<file path="src/design/vbdma_pkg.sv">
`default_nettype none

package vbdma_pkg;

    localparam int BLOCK_BYTES = 16;
    localparam int BLOCK_SHIFT = $clog2(BLOCK_BYTES);
    localparam int OFFSET_W    = 12;
    localparam int OPEN_W      = $clog2(BLOCK_BYTES + 1);
    localparam int ADDR_W      = 16;

    // request types
    localparam logic [1:0] REQ_WRITE = 2'd0;
    localparam logic [1:0] REQ_BLANK = 2'd1;
    localparam logic [1:0] REQ_TICK  = 2'd2;

    // register selects
    localparam logic [2:0] SEL_SRC_HI = 3'd0;
    localparam logic [2:0] SEL_SRC_LO = 3'd1;
    localparam logic [2:0] SEL_DST_HI = 3'd2;
    localparam logic [2:0] SEL_DST_LO = 3'd3;
    localparam logic [2:0] SEL_START  = 3'd4;

    localparam logic [7:0] STATUS_IDLE = 8'hFF;
    localparam int         MODE_BIT    = 7;

    typedef struct packed {
        logic [1:0] req_type;
        logic [2:0] reg_select;
        logic [7:0] write_data;
    } t_item;

    typedef struct packed {
        logic              copy_valid;
        logic [ADDR_W-1:0] copy_source;
        logic [ADDR_W-1:0] copy_target;
        logic [7:0]        status_byte;
        logic              busy_res;
    } t_result;

    // remaining blocks (partial block counts) minus one
    function automatic logic [7:0] blocks_status(input logic [OFFSET_W-1:0] bytes);
        logic [OFFSET_W-BLOCK_SHIFT:0] blocks;
        blocks = {1'b0, bytes[OFFSET_W-1:BLOCK_SHIFT]}
               + (OFFSET_W-BLOCK_SHIFT+1)'(|bytes[BLOCK_SHIFT-1:0]);
        blocks_status = 8'(blocks - (OFFSET_W-BLOCK_SHIFT+1)'(1));
    endfunction

endpackage

`default_nettype wire

</file>
<file path="src/design/vbdma_addr.sv">
`default_nettype none

module vbdma_addr
    import vbdma_pkg::*;
(
    input  wire logic              i_clk,
    input  wire logic              i_rst_n,
    input  wire logic              i_step,
    input  wire t_item             i_item,
    output logic      [ADDR_W-1:0] o_source_base,
    output logic      [ADDR_W-1:0] o_target_base
);

    // only the bits that the masks let through are kept
    logic [7:0] r_src_hi, n_src_hi;
    logic [3:0] r_src_lo, n_src_lo;
    logic [4:0] r_dst_hi, n_dst_hi;
    logic [3:0] r_dst_lo, n_dst_lo;

    always_comb begin
        n_src_hi = r_src_hi;
        n_src_lo = r_src_lo;
        n_dst_hi = r_dst_hi;
        n_dst_lo = r_dst_lo;
        if (i_step && i_item.req_type == REQ_WRITE) begin
            unique case (i_item.reg_select)
                SEL_SRC_HI: n_src_hi = i_item.write_data;
                SEL_SRC_LO: n_src_lo = i_item.write_data[7:4];
                SEL_DST_HI: n_dst_hi = i_item.write_data[4:0];
                SEL_DST_LO: n_dst_lo = i_item.write_data[7:4];
                default: begin
                end
            endcase
        end
    end

    always_ff @(posedge i_clk) begin
        if (!i_rst_n) begin
            r_src_hi <= '0;
            r_src_lo <= '0;
            r_dst_hi <= '0;
            r_dst_lo <= '0;
        end else begin
            r_src_hi <= n_src_hi;
            r_src_lo <= n_src_lo;
            r_dst_hi <= n_dst_hi;
            r_dst_lo <= n_dst_lo;
        end
    end

    assign o_source_base = {r_src_hi, r_src_lo, 4'b0000};
    assign o_target_base = {3'b100, r_dst_hi, r_dst_lo, 4'b0000};

endmodule

`default_nettype wire

</file>
<file path="src/design/vbdma_xfer.sv">
`default_nettype none

module vbdma_xfer
    import vbdma_pkg::*;
(
    input  wire logic              i_clk,
    input  wire logic              i_rst_n,
    input  wire logic              i_step,
    input  wire t_item             i_item,
    input  wire logic [ADDR_W-1:0] i_source_base,
    input  wire logic [ADDR_W-1:0] i_target_base,
    output t_result                o_result
);

    logic [OFFSET_W-1:0] r_offset, n_offset;
    logic [OFFSET_W-1:0] r_bytes_left, n_bytes_left;
    logic [OPEN_W-1:0]   r_open, n_open;
    logic                r_blank_mode, n_blank_mode;
    logic                r_active, n_active;
    logic [7:0]          r_status, n_status;

    logic [7:0]          start_blocks;
    logic [OFFSET_W-1:0] start_bytes;
    logic [OFFSET_W-1:0] left_dec;
    logic                can_copy;

    assign start_blocks = {1'b0, i_item.write_data[6:0]} + 8'd1;
    assign start_bytes  = OFFSET_W'({start_blocks, {BLOCK_SHIFT{1'b0}}});
    assign left_dec     = r_bytes_left - OFFSET_W'(1);
    assign can_copy     = r_active && (r_bytes_left != '0)
                          && (!r_blank_mode || (r_open != '0));

    always_comb begin
        n_offset     = r_offset;
        n_bytes_left = r_bytes_left;
        n_open       = r_open;
        n_blank_mode = r_blank_mode;
        n_active     = r_active;
        n_status     = r_status;
        o_result     = '0;
        if (i_step) begin
            unique case (i_item.req_type)
                REQ_WRITE: begin
                    if (i_item.reg_select == SEL_START) begin
                        n_bytes_left = start_bytes;
                        n_offset     = '0;
                        n_open       = '0;
                        n_blank_mode = i_item.write_data[MODE_BIT];
                        n_active     = (start_bytes != '0);
                        n_status     = (start_bytes != '0) ? blocks_status(start_bytes)
                                                           : STATUS_IDLE;
                    end
                end
                REQ_BLANK: begin
                    // releases do not stack
                    if (r_active && r_blank_mode && r_open == '0) begin
                        n_open = OPEN_W'(BLOCK_BYTES);
                    end
                end
                REQ_TICK: begin
                    if (can_copy) begin
                        o_result.copy_valid  = 1'b1;
                        o_result.copy_source = i_source_base + ADDR_W'(r_offset);
                        o_result.copy_target = i_target_base + ADDR_W'(r_offset);
                        n_offset     = r_offset + OFFSET_W'(1);
                        n_bytes_left = left_dec;
                        if (r_blank_mode) begin
                            n_open = r_open - OPEN_W'(1);
                        end
                        if (left_dec == '0) begin
                            n_active = 1'b0;
                            n_open   = '0;
                            n_status = STATUS_IDLE;
                        end else begin
                            n_status = blocks_status(left_dec);
                        end
                    end
                end
                default: begin
                end
            endcase
        end
        o_result.status_byte = n_status;
        o_result.busy_res    = n_active;
    end

    always_ff @(posedge i_clk) begin
        if (!i_rst_n) begin
            r_offset     <= '0;
            r_bytes_left <= '0;
            r_open       <= '0;
            r_blank_mode <= 1'b0;
            r_active     <= 1'b0;
            r_status     <= STATUS_IDLE;
        end else begin
            r_offset     <= n_offset;
            r_bytes_left <= n_bytes_left;
            r_open       <= n_open;
            r_blank_mode <= n_blank_mode;
            r_active     <= n_active;
            r_status     <= n_status;
        end
    end

    a_active_has_bytes: assert property (@(posedge i_clk) disable iff (!i_rst_n)
        r_active |-> r_bytes_left != '0)
        else $error("active transfer with no bytes left");

    a_idle_status: assert property (@(posedge i_clk) disable iff (!i_rst_n)
        !r_active |-> r_status == STATUS_IDLE)
        else $error("idle status is not 0xff");

    a_open_bound: assert property (@(posedge i_clk) disable iff (!i_rst_n)
        (r_open <= OPEN_W'(BLOCK_BYTES)) && (r_blank_mode || r_open == '0))
        else $error("released byte count out of range");

    a_copy_counts: assert property (@(posedge i_clk) disable iff (!i_rst_n)
        (i_step && o_result.copy_valid)
        |=> r_bytes_left == $past(left_dec) && r_offset == $past(r_offset) + OFFSET_W'(1))
        else $error("copy did not advance the counters");

endmodule

`default_nettype wire

</file>
<file path="src/design/vram_block_dma_controller_core.sv">
// channel | valid       | ready       | payload
// in      | i_in_valid  | o_in_ready  | i_req_type, i_reg_select, i_write_data
// out     | o_out_valid | i_out_ready | o_copy_valid, o_copy_source, o_copy_target,
//         |             |             | o_status_byte, o_busy_res
//
// one item per cycle while the output is not stalled; each item gives one result
// the item is processed as it leaves the input register, where the state updates
// reset leaves both stages empty, source 0, destination 0x8000, status 0xff
// a stalled result holds the output register and the input register behind it;
// ready returns as soon as the result is taken
`default_nettype none

module vram_block_dma_controller_core
    import vbdma_pkg::*;
(
    input  wire logic              i_clk,
    input  wire logic              i_rst_n,
    input  wire logic              i_in_valid,
    output logic                   o_in_ready,
    input  wire logic [1:0]        i_req_type,
    input  wire logic [2:0]        i_reg_select,
    input  wire logic [7:0]        i_write_data,
    output logic                   o_out_valid,
    input  wire logic              i_out_ready,
    output logic                   o_copy_valid,
    output logic      [ADDR_W-1:0] o_copy_source,
    output logic      [ADDR_W-1:0] o_copy_target,
    output logic      [7:0]        o_status_byte,
    output logic                   o_busy_res
);

    logic              r_in_valid;
    t_item             r_in_item;
    logic              r_out_valid;
    t_result           r_result;
    t_result           result;
    logic              out_free;
    logic              step;
    logic [ADDR_W-1:0] source_base;
    logic [ADDR_W-1:0] target_base;

    assign out_free   = !r_out_valid || i_out_ready;
    assign step       = r_in_valid && out_free;
    assign o_in_ready = !r_in_valid || out_free;

    always_ff @(posedge i_clk) begin
        if (!i_rst_n) begin
            r_in_valid <= 1'b0;
        end else if (o_in_ready) begin
            r_in_valid <= i_in_valid;
        end
    end

    always_ff @(posedge i_clk) begin
        if (o_in_ready && i_in_valid) begin
            r_in_item <= '{req_type: i_req_type, reg_select: i_reg_select,
                           write_data: i_write_data};
        end
    end

    vbdma_addr u_addr (
        .i_clk         (i_clk),
        .i_rst_n       (i_rst_n),
        .i_step        (step),
        .i_item        (r_in_item),
        .o_source_base (source_base),
        .o_target_base (target_base)
    );

    vbdma_xfer u_xfer (
        .i_clk         (i_clk),
        .i_rst_n       (i_rst_n),
        .i_step        (step),
        .i_item        (r_in_item),
        .i_source_base (source_base),
        .i_target_base (target_base),
        .o_result      (result)
    );

    always_ff @(posedge i_clk) begin
        if (!i_rst_n) begin
            r_out_valid <= 1'b0;
        end else if (step) begin
            r_out_valid <= 1'b1;
        end else if (i_out_ready) begin
            r_out_valid <= 1'b0;
        end
    end

    always_ff @(posedge i_clk) begin
        if (step) begin
            r_result <= result;
        end
    end

    assign o_out_valid   = r_out_valid;
    assign o_copy_valid  = r_result.copy_valid;
    assign o_copy_source = r_result.copy_source;
    assign o_copy_target = r_result.copy_target;
    assign o_status_byte = r_result.status_byte;
    assign o_busy_res    = r_result.busy_res;

endmodule

`default_nettype wire
</file>
<file path="config.mk">
export PLATFORM = sky130hd
export DESIGN_NAME = vram_block_dma_controller_core
export DESIGN_NICKNAME = d
export VERILOG_FILES = /design/src/design/vbdma_pkg.sv /design/src/design/vbdma_addr.sv /design/src/design/vbdma_xfer.sv /design/src/design/vram_block_dma_controller_core.sv
export SDC_FILE = /design/constraint.sdc
export NUM_CORES = 1
export LEC_CHECK = 0
export CORE_MARGIN = 5
export CORE_UTILIZATION = 55
export CTS_BUF_LIST = sky130_fd_sc_hd__clkbuf_4 sky130_fd_sc_hd__clkbuf_8
export DETAILED_ROUTE_END_ITERATION = 6
export DONT_BUFFER_PORTS = 1
export GPL_ROUTABILITY_DRIVEN = 0
export PLACE_DENSITY = 0.67
export SYNTH_ARGS = -nofsm -noshare
export SYNTH_HDL_FRONTEND = slang
export SYNTH_SLANG_ARGS = --single-unit
</file>
<file path="constraint.sdc">
create_clock -name i_clk -period 9.5 [get_ports i_clk]
set_input_delay 1.9 -clock i_clk [delete_from_list [all_inputs] [get_ports i_clk]]
set_output_delay 1.9 -clock i_clk [all_outputs]
set_load 0.01 [all_outputs]
</file>
== After elaboration in Yosys (flattened, before gate mapping) ==
Index checks and enable logic that the tools add are counted.

* Register bits after elaboration: 117
* Bits of input ports: 17
* Output and inout port bits: 44
* Logic and storage cells: 97

* Add/sub/neg operators: 9
* Equal/unequal tests: 10
* Muxes and demuxes: 26
* Reduce and logical (&&, ||, !) cells: 32

{| class="wikitable"
|+ Operators with widths
! operator !! number
|-
| 12-bit two-way mux || 4
|-
| 12-bit one-hot mux with 2 select lines || 2
|-
| 8-bit two-way mux || 5
|-
| 33-bit two-way mux || 1
|-
| 16-bit by 12-bit adder with 16-bit output || 2
|-
| 5-bit two-way mux || 5
|-
| 12-bit nonzero test || 2
|-
| 8-bit one-hot mux with 2 select lines || 1
|-
| 8-bit by 1-bit subtractor with 8-bit output, second input constant || 2
|-
| 5-bit one-hot mux with 3 select lines || 1
|-
| 12-bit by 1-bit adder with 12-bit output, second input constant || 1
|-
| 12-bit zero test || 1
|-
| 12-bit by 1-bit subtractor with 12-bit output, second input constant || 1
|-
| 2-bit AND reduction || 5
|-
| 7-bit by 1-bit adder with 8-bit output, second input constant || 1
|-
| 8-bit by 1-bit adder with 8-bit output || 1
|-
| 1-bit logical AND || 7
|-
| 3-bit by 2-bit equality test with 1-bit output, second input constant || 2
|-
| 1-bit two-way mux || 6
|-
| 2-bit by 1-bit != test with 1-bit output, second input constant || 3
|-
| 6-bit AND reduction || 1
|-
| 5-bit zero test || 1
|-
| 5-bit nonzero test || 1
|-
| 5-bit by 1-bit subtractor with 5-bit output, second input constant || 1
|-
| other kinds (15) || 20
|}

== Logic depth before layout (Yosys ltp) ==
Gate-level depths: netlist of run 1.

* Word-level depth: 8
* Gate-level depth with buffers: 14
* Gate-level depth less buffers: 13

== Hierarchy ==
Synthesis of run 1 repeated with hierarchy kept, for this count alone.

* Cells, all modules: 758
* Area total of the unflattened synthesis: 7135.6 um^2

{| class="wikitable"
|+ Modules (own cells, without submodules)
! module !! times used !! cells an instance !! area an instance (um^2) !! seq. area each (um^2)
|-
| vbdma_xfer || 1 || 600 || 4470.5 || 780.7
|-
| vram_block_dma_controller_core || 1 || 64 || 1755.4 || 1691.6
|-
| vbdma_addr || 1 || 94 || 909.6 || 420.4
|}

== Worst setup path before layout of run 1 ==
Ideal clock, no wire load.

* Path type: input to output
* From: input i_out_ready
* To: output o_in_ready
* Arrival time: 2.173 ns
* Setup slack: 5.427 ns
* Cell stages on the path: 2
* Path buffers: 0
* Path through: nor2b_1 > nand2_1

* Longest elaborated chain between the ends: 2

{| class="wikitable"
|+ RTL lines
! element !! line !! source
|-
| start: declaration || vram_block_dma_controller_core.sv:24 || <nowiki>input wire logic i_out_ready,</nowiki>
|-
| 1-bit logical OR || vram_block_dma_controller_core.sv:42 || <nowiki>assign out_free = !r_out_valid || i_out_ready;</nowiki>
|-
| 1-bit logical OR || vram_block_dma_controller_core.sv:44 || <nowiki>assign o_in_ready = !r_in_valid || out_free;</nowiki>
|-
| end: declaration || vram_block_dma_controller_core.sv:19 || <nowiki>output logic o_in_ready,</nowiki>
|}

Every way passes these cells.

== Worst setup path in the final report of run 1 ==
Ends and elaborated chain as after synthesis.

==> results.md, run 1 <==
- Status: finished clean
- Placed insts: between 700 and 800
- Layout cells sized above 1: between 6 and 7%
- DR vias: ~4500
- Core ar.: 10800 um2
- Yosys top cell area share: 24.8%
- CTS tree: built
- Reg power frac: 58.2%
- Largest family of logic cells by synthesized area: simple AND/OR/NAND/NOR gates
- Vias per cell: around 5.8
- Async SR Flop Fraction: 0%
- Synth cell types: 64
- Crit end category: output pin
- Final min period: 4.10 ns
- Synthesized flop and latch total: 112
- Root Buffer: clkbuf_8
- Synth Area in Compound Gates: between 10% and 20%
- CP Launch Type: primary input
- Sequential fraction of the synthesis area: 45.2%
- Wire length per cell: 17.0 um
- Final Cycle Share: 43.2%
- Initial DRC Count: 329
- Residual DRC: 0
- Clk buf depth: 2
- Die outline width: roughly 110 um
- Number of diodes: 0
- CTS clk-pin slew, worst paths: roughly 0.10 ns
- Clk sinks: between 100 and 150
- Worst-path maximum fanout: 3
- Post-synthesis mux area share: 2.81%
- Int Power: 0.000680 W
- Final HPWL DP: 9540 um
- Grt total ovfl: 0
- Power share of the combinational group: 9.6%
- Most used flip-flop cell after synthesis: dfxtp_1
- Leak: 2.28 nW
- Final Hold Fails: 0
- Die area: 13200 um2
- Inserted Clock Buffers: 9
- # resized after CTS: 0
- Max-cap violations: 0
- Worst-Margin Slew: 1.03 ns
- Syn Inst Count: 651
- Non-Filler Instances: 773
- Critical Path RT: 7.60 ns
- Rel. slew slack: 31.2%
- Buf/Inv on CP: 0
- Overall routed net length: 13100 um
- Hold WC Path Type: register to register
- Critical Path Stages: 2
- Final setup vio count: 0
- Fin Setup TNS: 0 ns
- Pwr Density: 146 nW/um2
- Cell Chain, Critical Path: nor2b_1, nand2_1
- First-pass GRT wire length: 21700 um
- RSZ-0062 raised after global routing: false
- PortBufs: 0
- Adder-cell share of the synthesized area: 6.64%
- Post-synth EDFFs: 50
- Leading area contributor after synthesis: edfxtp_1
- First drt pass iteration count: 6
- Top delay family on crit path: simple AND/OR/NAND/NOR gates
- Tot GR Track Use: about a fifth
- Hold Path Cell Cnt: 2
- Via count of the first global-routing pass: around 4400
- Pins over their slew limit: 0
- Switch share: 26.3%
- Initial antenna violation count: 0
- Synthesized area per cell: slightly above 9 um2
- Worst skew pair latency: approximately 0.4 ns
- Worst R2R Path Depth: 10
- Post-synthesis simple-gate area fraction: 21.5%
- Pin count of the biggest net entering global routing: 36
- XOR/XNOR Fraction of Synth Area: 6.77%
- H-tree levels: 3
- Critical-path top delay cell: nor2b_1
- Floorplan row count: 38
- Most frequent cells in the layout: nor2_1, dfxtp_1, nand2_1, edfxtp_1, a21oi_1
- Syn Nets: 699
- Io pins: 61
- Top post-synthesis cells by area: edfxtp_1, dfxtp_1, ha_1, nor2_1, xnor2_1
- Die H: 115 um
- Post-CTS Repair Setup Buffers: 0
- Final ANT Viol Nets: 0
- WS Path Type: primary input to output pin
- Nets: slightly below 700
- Psw: 0.000242 W
- CP max stage delay: 0.16 ns
- Worst ir drop on vdd: 0.115 mV
- Commonest non-fill, non-tap cell in the layout: nor2_1
- Hold-fix buffers, CTS: 0
- Max Freq: roughly 240 MHz
- Max Clock Skew: approximately 0.016 ns
- Clk pwr share: approximately a third
- Syn Std Cell Area: a little over 6000 um2
- Initial core utilization: 55.9%
- P&R area growth vs syn: 3.88%
- Crit path DAT: 2.20 ns
- Ys Warns: 0
## worst min-delay path: stages (launching register included)
cell     delay (ns)
dfxtp_1        0.32
nand2_1        0.05
a21oi_1        0.05
## registers in the layout, summed over array words and instances (netlist names), 5 cells and up
name,cells
o_copy_source,16
r_in_item,13
u_xfer.r_bytes_left,12
u_xfer.r_open,5
u_addr.r_src_hi,8
u_xfer.r_status,8
u_xfer.r_offset,12
o_copy_target,11
u_addr.r_dst_hi,5
o_status_byte,8
## final timing paths
kind                                             start  slack, ns               end
worst max register to register  u_xfer.r_bytes_left[1]       5.54  o_status_byte[6]
worst max-delay path                       i_out_ready       5.40        o_in_ready
worst min-delay path                  u_xfer.r_open[1]       0.47  u_xfer.r_open[1]
worst min register to register        u_xfer.r_open[1]       0.47  u_xfer.r_open[1]
## final cells by class
cell class / count / area (um2)
clock buffer: 10 / 131
clock inverter: 6 / 76.3
fill: 955 / 4540
inverter: 26 / 97.6
multi-input combinational: 474 / 3040
sequential: 112 / 2740
tap: 140 / 175
timing repair buffer: 5 / 37.5
## power by group through the flow
stage                     combinational, W  sequential (W)  clock (W)
after floorplan                  0.0000788        0.000538          0
after global placement           0.0000863        0.000548          0
after detailed placement         0.0000873        0.000548          0
after CTS                        0.0000881        0.000537   0.000305
after global routing             0.0000983        0.000540   0.000325
final                            0.0000888        0.000537   0.000297
## stage by stage
| stage | hold WS (ns) | setup slack, ns | utilization, % | total power, W | cell area, um2 |
|---|---|---|---|---|---|
| global placement | 0.441 | 5.40 | 56.2 | 0.000634 | 6090 |
| finish | 0.470 | 5.40 | 58.1 | 0.000922 | 6300 |
| floorplan | 0.432 | 5.43 | - | 0.000617 | 6060 |
| detailed placement | 0.455 | 5.40 | 56.2 | 0.000636 | 6090 |
| CTS | 0.477 | 5.40 | 58.1 | 0.000930 | 6300 |
| global route | 0.495 | 5.18 | 58.1 | 0.000963 | 6300 |
## cell families after synthesis
group / Yosys count
AOI/OAI and AO/OA: 116
xor gates and xnor gates: 46
adders and majority gates: 31
buffers and inverters: 65
DFF: 112
muxes: 17
other: 1
and+or+nand+nor: 263
## synthesized netlist by cell type (all sizes together), types with 9 or more instances
cell and number:
clkbuf 28, inv 26, xnor2 26, nand2b 9
ha 29, edfxtp 50, a211oi 12, nand3 33
and3 10, nor2 72, and2 9, o21ai 20
a21oi 42, xor2 20, nand2 56, nor2b 11
mux2i 17, buf 11, dfxtp 62, nor3 20
## routing by layer
layer | global-route usage, % | share of wire, % | routed length (um) | up-vias
li1 | - | - | - | 2238
met2 | 31.6 | 45 | 5880 | 98
met4 | 7.28 | 1.5 | 199 | 0
met1 | 29.7 | 49 | 6460 | 2162
met5 | 0 | 0 | 0 | -
met3 | 4.21 | 4.5 | 593 | 17
Power figures use the tool's default switching activity.
==> inputs of run 2 (changes only) <==
- clock period: 9.5 -> 3.9 ns (I/O delays scaled with it)
==> results.md, run 2 (synthesis results as in run 1) <==
- CP Launch Type: register (was primary input)
- Layout cells sized above 1: 6.75% (was 6.32%)
- # resized after CTS: 0 (unchanged)
- Final Hold Fails: 0 (unchanged)
- Initial antenna violation count: 0 (unchanged)
- CTS tree: built (unchanged)
- First-pass GRT wire length: 22500 um (was 21700 um)
- Clk sinks: 112 (unchanged)
- Crit path DAT: 3.58 ns (was 2.20 ns)
- Max Freq: 290 MHz
- Psw: 0.000617 W (was 0.000242 W)
- Max Clock Skew: 0.0140 ns (was 0.0163 ns)
- Worst R2R Path Depth: 13 (was 10)
- DR vias: 4604 (was 4515)
- Floorplan row count: 38 (unchanged)
- Fin Setup TNS: 0 ns (unchanged)
- Die H: 115 um (unchanged)
- Placed cell area: 6120 um2 (was 6090 um2)
- Rel. slew slack: 47.9% (was 31.2%)
- Post-CTS Repair Setup Buffers: 0 (unchanged)
- Initial core utilization: 55.9% (unchanged)
- WS Path Type: register to register (was primary input to output pin)
- Tot GR Track Use: 21.5% (was 20.8%)
- WHS Endpoint: u_xfer.r_status[1] (was u_xfer.r_open[1])
- Fin area: 6310 um2 (was 6300 um2)
- Max FFs per register: 16 (unchanged)
- Inserted Clock Buffers: 9 (unchanged)
- Worst setup margin: 0.457 ns (was 5.40 ns)
- Max-cap violations: 0 (unchanged)
- Final ANT Viol Nets: 0 (unchanged)
- Initial DRC Count: 277 (was 329)
- H-tree levels: 3 (unchanged)
- Crit end category: register (was output pin)
- Power share of the combinational group: 10.1% (was 9.6%)
- Io pins: 61 (unchanged)
- Grt total ovfl: 0 (unchanged)
- Worst ir drop on vdd: 0.288 mV (was 0.115 mV)
- First drt pass iteration count: 5 (was 6)
- Switch share: 28.0% (was 26.3%)
- Via count of the first global-routing pass: 4510 (was 4379)
- Non-Filler Instances: 777 (was 773)
- P&R area growth vs syn: 4.00% (was 3.88%)
- Most frequent cells in the layout: nor2_1, dfxtp_1, nand2_1, edfxtp_1, a21oi_1 (unchanged)
- Critical Path RT: 4.04 ns (was 7.60 ns)
- Worst flop-to-flop path startpoint: u_xfer.r_bytes_left[0] (was u_xfer.r_bytes_left[1])
- Final Cycle Share: 88.3%
- Final min period: approximately 3.4 ns
- Top delay family on crit path: simple AND/OR/NAND/NOR gates (unchanged)
- Die outline width: 115 um (unchanged)
- Placed insts: 761 (was 757)
- Hold WC Path Type: primary input to register (was register to register)
- Buf/Inv on CP: 1 (was 0)
- Worst skew pair latency: 0.39 ns (about the same)
- Critical R2R Capture: o_status_byte[6] (unchanged)
- Hold path startpoint: i_rst_n (was u_xfer.r_open[1])
- Wire length per cell: 17.4 um (was 17.0 um)
- Cell Chain, Critical Path: inv_1, ha_1, or3b_2, o31ai_1, ha_1, ha_1, nand2_1, nor3_1, o211ai_1, and3b_1, nor3_1, a211oi_1, nand3_1 (was nor2b_1, nand2_1)
- CP max stage delay: 0.51 ns (was 0.16 ns)
- Filler cells: 948 (was 955)
- Pin count of the biggest net entering global routing: 37 (was 36)
- Overall routed net length: 13500 um (was 13100 um)
- Pwr Density: 350 nW/um2 (was 146 nW/um2)
- Leak: 2.29 nW (was 2.28 nW)
- Final setup vio count: 0 (unchanged)
- CTS clk-pin slew, worst paths: 0.11 ns (was 0.10 ns)
- R2R Setup Slk: 0.46 ns (was 5.54 ns)
- Commonest non-fill, non-tap cell in the layout: nor2_1 (unchanged)
- Multi-input logic area: 3040 um2 (unchanged)
- Critical-path top delay cell: dfxtp_1 (was nor2b_1)
- Reg power frac: 59.3% (was 58.2%)
- Nets: 680 (was 676)
- Clk buf depth: 2 (unchanged)
- Vias per cell: 5.93 (was 5.84)
- Residual DRC: 0 (unchanged)
- Status: finished clean (unchanged)
- CP dominant cell by count: ha_1
- Die area: 13200 um2 (unchanged)
- Clk pwr share: 30.6% (was 32.1%)
- RSZ-0062 raised after global routing: false (unchanged)
- Crit. Startpoint: u_xfer.r_bytes_left[0] (was i_out_ready)
- PortBufs: 0 (unchanged)
- Pins over their slew limit: 0 (unchanged)
- Worst-Margin Slew: 0.777 ns (was 1.03 ns)
- Number of diodes: 0 (unchanged)
- Pre-CTS setup slack: 0.523 ns (was 5.40 ns)
- Core ar.: 10800 um2 (unchanged)
- Root Buffer: clkbuf_8 (unchanged)
- Int Power: 0.00159 W (was 0.000680 W)
- Sequential cell area: 2740 um2 (unchanged)
- Final HPWL DP: 9830 um (was 9540 um)
- Hold Path Cell Cnt: 1 (was 2)
- Hold-fix buffers, CTS: 0 (unchanged)
- Worst-path maximum fanout: 9 (was 3)
-- run 2: changes by cell type in the layout (fill, tap and decap cells not counted) --
cell,before,now
clkinv_1,0,1
buf_4,5,9
clkinv_4,3,2
inv_8,1,2
bufinv_16,1,0
inv_6,1,2
clkbuf_4,1,0
-- run 2: how the worst max path moves through the flow --
stage | to | cells after the start
after global placement | o_status_byte[6] | 13
after detailed placement | o_status_byte[6] | 13
after floorplan | o_status_byte[6] | 14
after global routing | o_status_byte[6] | 13
after CTS | o_status_byte[6] | 13
final | o_status_byte[6] | 13
-- run 2: through the flow --
stage	hold WS, ns	total power, W	util [%]
2_1_floorplan	0.432	0.00150	-
3_3_place_gp	0.442	0.00155	56.5
3_5_place_dp	0.453	0.00155	56.5
4_1_cts	0.439	0.00222	58.2
5_1_grt	0.445	0.00230	58.2
6_report	0.456	0.00221	58.2
-- run 2: power by group through the flow --
stage | clock network, W | registers, W | logic, W
floorplan | 0 | 0.00131 | 0.000192
CTS | 0.000692 | 0.00131 | 0.000219
global route | 0.000744 | 0.00131 | 0.000244
finish | 0.000676 | 0.00131 | 0.000222
global placement | 0 | 0.00133 | 0.000213
detailed placement | 0 | 0.00134 | 0.000217
-- run 2: area by class of cell --
type / instances / area share, %
Clock buffer: 9 / 1.96
Clock inverter: 7 / 0.972
Inverter: 26 / 1.55
Multi-Input combinational cell: 474 / 48.2
Sequential cell: 112 / 43.5
Tap cell: 140 / 2.78
Timing Repair Buffer: 9 / 1.07
-- run 2: layer usage --
| metal | up-vias | GRT usage (%) | share of wire, % |
|---|---|---|---|
| li1 | 2261 | - | - |
| met5 | - | 0 | 0 |
| met3 | 23 | 3.89 | 5.0 |
| met4 | 0 | 9.55 | 2.5 |
| met1 | 2202 | 29.3 | 47 |
| met2 | 118 | 33.7 | 46 |
==> inputs of run 3 (changes only) <==
- ABC_AREA: not set -> 1
- BUFFER_PORTS_ARGS: not set -> -buffer_cell sky130_fd_sc_hd__buf_4
- DONT_BUFFER_PORTS: 1 -> not set
- PLACE_DENSITY: 0.67 -> 0.72
==> results.md, run 3 <==
- Io pins: 61 (unchanged)
- Syn Nets: 817 (was 699)
- Cell Chain, Critical Path: inv_1, ha_1, o21ai_0, clkinv_1, nand2_2, nor2_4, buf_4, clkinv_4, o21ai_2, a211oi_1 (was inv_1, ha_1, or3b_2, o31ai_1, ha_1, ha_1, nand2_1, nor3_1, o211ai_1, and3b_1, nor3_1, a211oi_1, nand3_1)
- Floorplan row count: 38 (unchanged)
- Die area: 13300 um2 (was 13200 um2)
- Top delay family on crit path: buffers and inverters (was simple AND/OR/NAND/NOR gates)
- Via count of the first global-routing pass: 4920 (was 4510)
- Worst skew pair latency: 0.37 ns (was 0.39 ns)
- Yosys top cell area share: 24.5% (was 24.8%)
- Crit path DAT: 3.26 ns (was 3.58 ns)
- Final min period: 3.02 ns (was 3.44 ns)
- Inserted Clock Buffers: 9 (unchanged)
- Number of diodes: 0 (unchanged)
- Die outline width: 116 um (was 115 um)
- Leading cell types by count after synthesis: nand2_1, nor2_1, inv_1, a21oi_1, o21ai_0 (was nor2_1, dfxtp_1, nand2_1, edfxtp_1, a21oi_1)
- CP Launch Type: register (unchanged)
- Synthesized area per cell: 7.96 um2 (was 9.31 um2)
- Clk sinks: 112 (unchanged)
- Top post-synthesis cells by area: edfxtp_1, dfxtp_1, nand2_1, nor2_1, ha_1 (was edfxtp_1, dfxtp_1, ha_1, nor2_1, xnor2_1)
- Filler cells: 935 (was 948)
- Die H: 116 um (was 115 um)
- Max Freq: 331 MHz (was 290 MHz)
- Hold-fix buffers, CTS: 0 (unchanged)
- Post-synth EDFFs: 50 (unchanged)
- CTS tree: built (unchanged)
- Overall routed net length: 14100 um (was 13500 um)
- Worst flop-to-flop path startpoint: r_in_item[11] (was u_xfer.r_bytes_left[0])
- Vias per cell: 5.46 (was 5.93)
- Grt total ovfl: 0 (unchanged)
- Leading area contributor after synthesis: edfxtp_1 (unchanged)
- Max FFs per register: 16 (unchanged)
- WS Path Type: register to register (unchanged)
- Sequential fraction of the synthesis area: 44.8% (was 45.2%)
- RSZ-0062 raised after global routing: false (unchanged)
- Rel. slew slack: 27.9% (was 47.9%)
- Most common cell in the synthesized netlist: nand2_1 (was nor2_1)
- Commonest non-fill, non-tap cell in the layout: nand2_1 (was nor2_1)
- Critical R2R Capture: u_xfer.r_bytes_left[2] (was o_status_byte[6])
- Worst R2R Path Depth: 10 (was 13)
- R2R Setup Slk: 0.88 ns (was 0.46 ns)
- First drt pass iteration count: 5 (unchanged)
- Leak: 2.92 nW (was 2.29 nW)
- Worst-path maximum fanout: 31 (was 9)
- Worst ir drop on vdd: 0.209 mV (was 0.288 mV)
- Final HPWL DP: 10500 um (was 9830 um)
- Initial core utilization: 56.3% (was 55.9%)
- Worst-Margin Slew: 1.07 ns (was 0.777 ns)
- DR vias: 5271 (was 4604)
- Pins over their slew limit: 0 (unchanged)
- PortBufs: 59 (was 0)
- Nets: 869 (was 680)
- Synthesized flop and latch total: 112 (unchanged)
- Critical-path top delay cell: ha_1 (was dfxtp_1)
- CTS clk-pin slew, worst paths: 0.10 ns (was 0.11 ns)
- Multi-input logic area: 2940 um2 (was 3040 um2)
- Root Buffer: clkbuf_8 (unchanged)
- Buf/Inv on CP: 4 (was 1)
- Ys Warns: 0 (unchanged)
- P&R area growth vs syn: 11.9% (was 4.00%)
- Post-CTS Repair Setup Buffers: 0 (unchanged)
- Sequential cell area: 2740 um2 (unchanged)
- Residual DRC: 0 (unchanged)
- Crit end category: register (unchanged)
- Pin count of the biggest net entering global routing: 41 (was 37)
- End point of the critical path: u_xfer.r_bytes_left[2] (was o_status_byte[6])
- Fin area: 6850 um2 (was 6310 um2)
- Tot GR Track Use: 22.0% (was 21.5%)
- Placed cell area: 6650 um2 (was 6120 um2)
- Final ANT Viol Nets: 0 (unchanged)
- Max Clock Skew: 0.0159 ns (was 0.0140 ns)
- Most used flip-flop cell after synthesis: dfxtp_1 (unchanged)
- Synth cell types: 42 (was 64)
- Crit. Startpoint: r_in_item[11] (was u_xfer.r_bytes_left[0])
- Initial antenna violation count: 0 (unchanged)
- H-tree levels: 3 (unchanged)
- Pwr Density: 337 nW/um2 (was 350 nW/um2)
- Fin Setup TNS: 0 ns (unchanged)
- Final Hold Fails: 0 (unchanged)
- Hold WC Path Type: register to register (was primary input to register)
- Core ar.: 10900 um2 (was 10800 um2)
- Wire length per cell: 14.6 um (was 17.4 um)
- # resized after CTS: 0 (unchanged)
- Async SR Flop Fraction: 0% (unchanged)
- Final setup vio count: 0 (unchanged)
- Syn Std Cell Area: 6120 um2 (was 6060 um2)
- Syn Inst Count: 769 (was 651)
- Critical Path Stages: 10 (was 13)
- CP max stage delay: 0.66 ns (was 0.51 ns)
- Most frequent cells in the layout: nand2_1, nor2_1, inv_1, a21oi_1 (was nor2_1, dfxtp_1, nand2_1, edfxtp_1, a21oi_1)
- Status: finished clean (unchanged)
- Clk buf depth: 2 (unchanged)
- Max-cap violations: 0 (unchanged)
- First-pass GRT wire length: 23500 um (was 22500 um)
- Initial DRC Count: 381 (was 277)
- Critical Path RT: 4.14 ns (was 4.04 ns)
- Final Cycle Share: 77.5% (was 88.3%)
- Layout cells sized above 1: 13.4% (was 6.75%)
## run 3: cell types whose count changed after synthesis, sizes merged, moves of 10 or more
| cell | delta |
|---|---|
| nand2 | +120 |
| nor2b | -11 |
| clkbuf | -21 |
| xnor2 | -21 |
| a21oi | +24 |
| nor2 | +37 |
| and3 | -10 |
| o21ai | +49 |
| mux2i | -17 |
| inv | +54 |
## run 3: area by class of cell
class / count / area share, %
flip-flops and latches: 112 / 40.0
clock inverters: 5 / 0.822
inverters: 82 / 4.56
clock buffers: 11 / 2.12
well taps: 140 / 2.56
multi-input cells: 552 / 42.9
repair buffers: 64 / 7.01
## run 3: power by group
part | internal, W | switching [W] | total (W) | leakage [nW]
Clock | 0.000322 | 0.000381 | 0.000702 | 0.104
Combinational | 0.000106 | 0.000211 | 0.000317 | 1.83
Sequential | 0.00126 | 0.0000268 | 0.00129 | 0.981
Total | 0.00169 | 0.000619 | 0.00231 | 2.92
## run 3: worst min path at each step
stage	from	to	slack (ns)	depth (start not counted)
floorplan	u_xfer.r_status[4]	u_xfer.r_status[4]	0.44	2
global placement	u_xfer.r_status[3]	u_xfer.r_status[3]	0.45	2
detailed placement	u_xfer.r_status[3]	u_xfer.r_status[3]	0.45	2
CTS	u_xfer.r_status[3]	u_xfer.r_status[3]	0.48	2
global route	u_xfer.r_status[3]	u_xfer.r_status[3]	0.52	2
finish	u_xfer.r_status[3]	u_xfer.r_status[3]	0.48	2
## run 3: routing by layer
layer	wire (um)	vias up	global-route usage [%]	share of wire (%)
met1	6190	2429	30.0	44
li1	-	2638	-	-
met4	224	0	6.57	1.6
met3	987	21	3.71	7.0
met5	0	-	0	0
met2	6690	183	36.3	47
## run 3: worst min-delay path: stages (launching register included)
cell and delay, ns:
dfxtp_1 0.32, nand2_1 0.06, nand3_1 0.07
## run 3: kinds of logic after synthesis
kind of cell | after synthesis | synth area share [%]
AO/OA/AOI/OAI | 148 | 12.9
AND/OR/NAND/NOR | 354 | 25.9
buffers and inverters | 105 | 7.21
other | 1 | 0.0612
adder cells (fa/ha/maj) | 31 | 6.58
flip-flops | 112 | 44.8
XOR/XNOR | 18 | 2.57
## run 3: through the flow
step | total power (W) | util [%] | instances | setup slack (ns) | hold slack, ns
floorplan | 0.00153 | - | 769 | 0.923 | 0.437
global placement | 0.00162 | 61.1 | 950 | 1.06 | 0.453
detailed placement | 0.00163 | 61.1 | 950 | 0.941 | 0.454
CTS | 0.00232 | 62.9 | 966 | 0.938 | 0.482
global route | 0.00243 | 62.9 | 966 | 0.631 | 0.515
finish | 0.00231 | 62.9 | 966 | 0.878 | 0.481
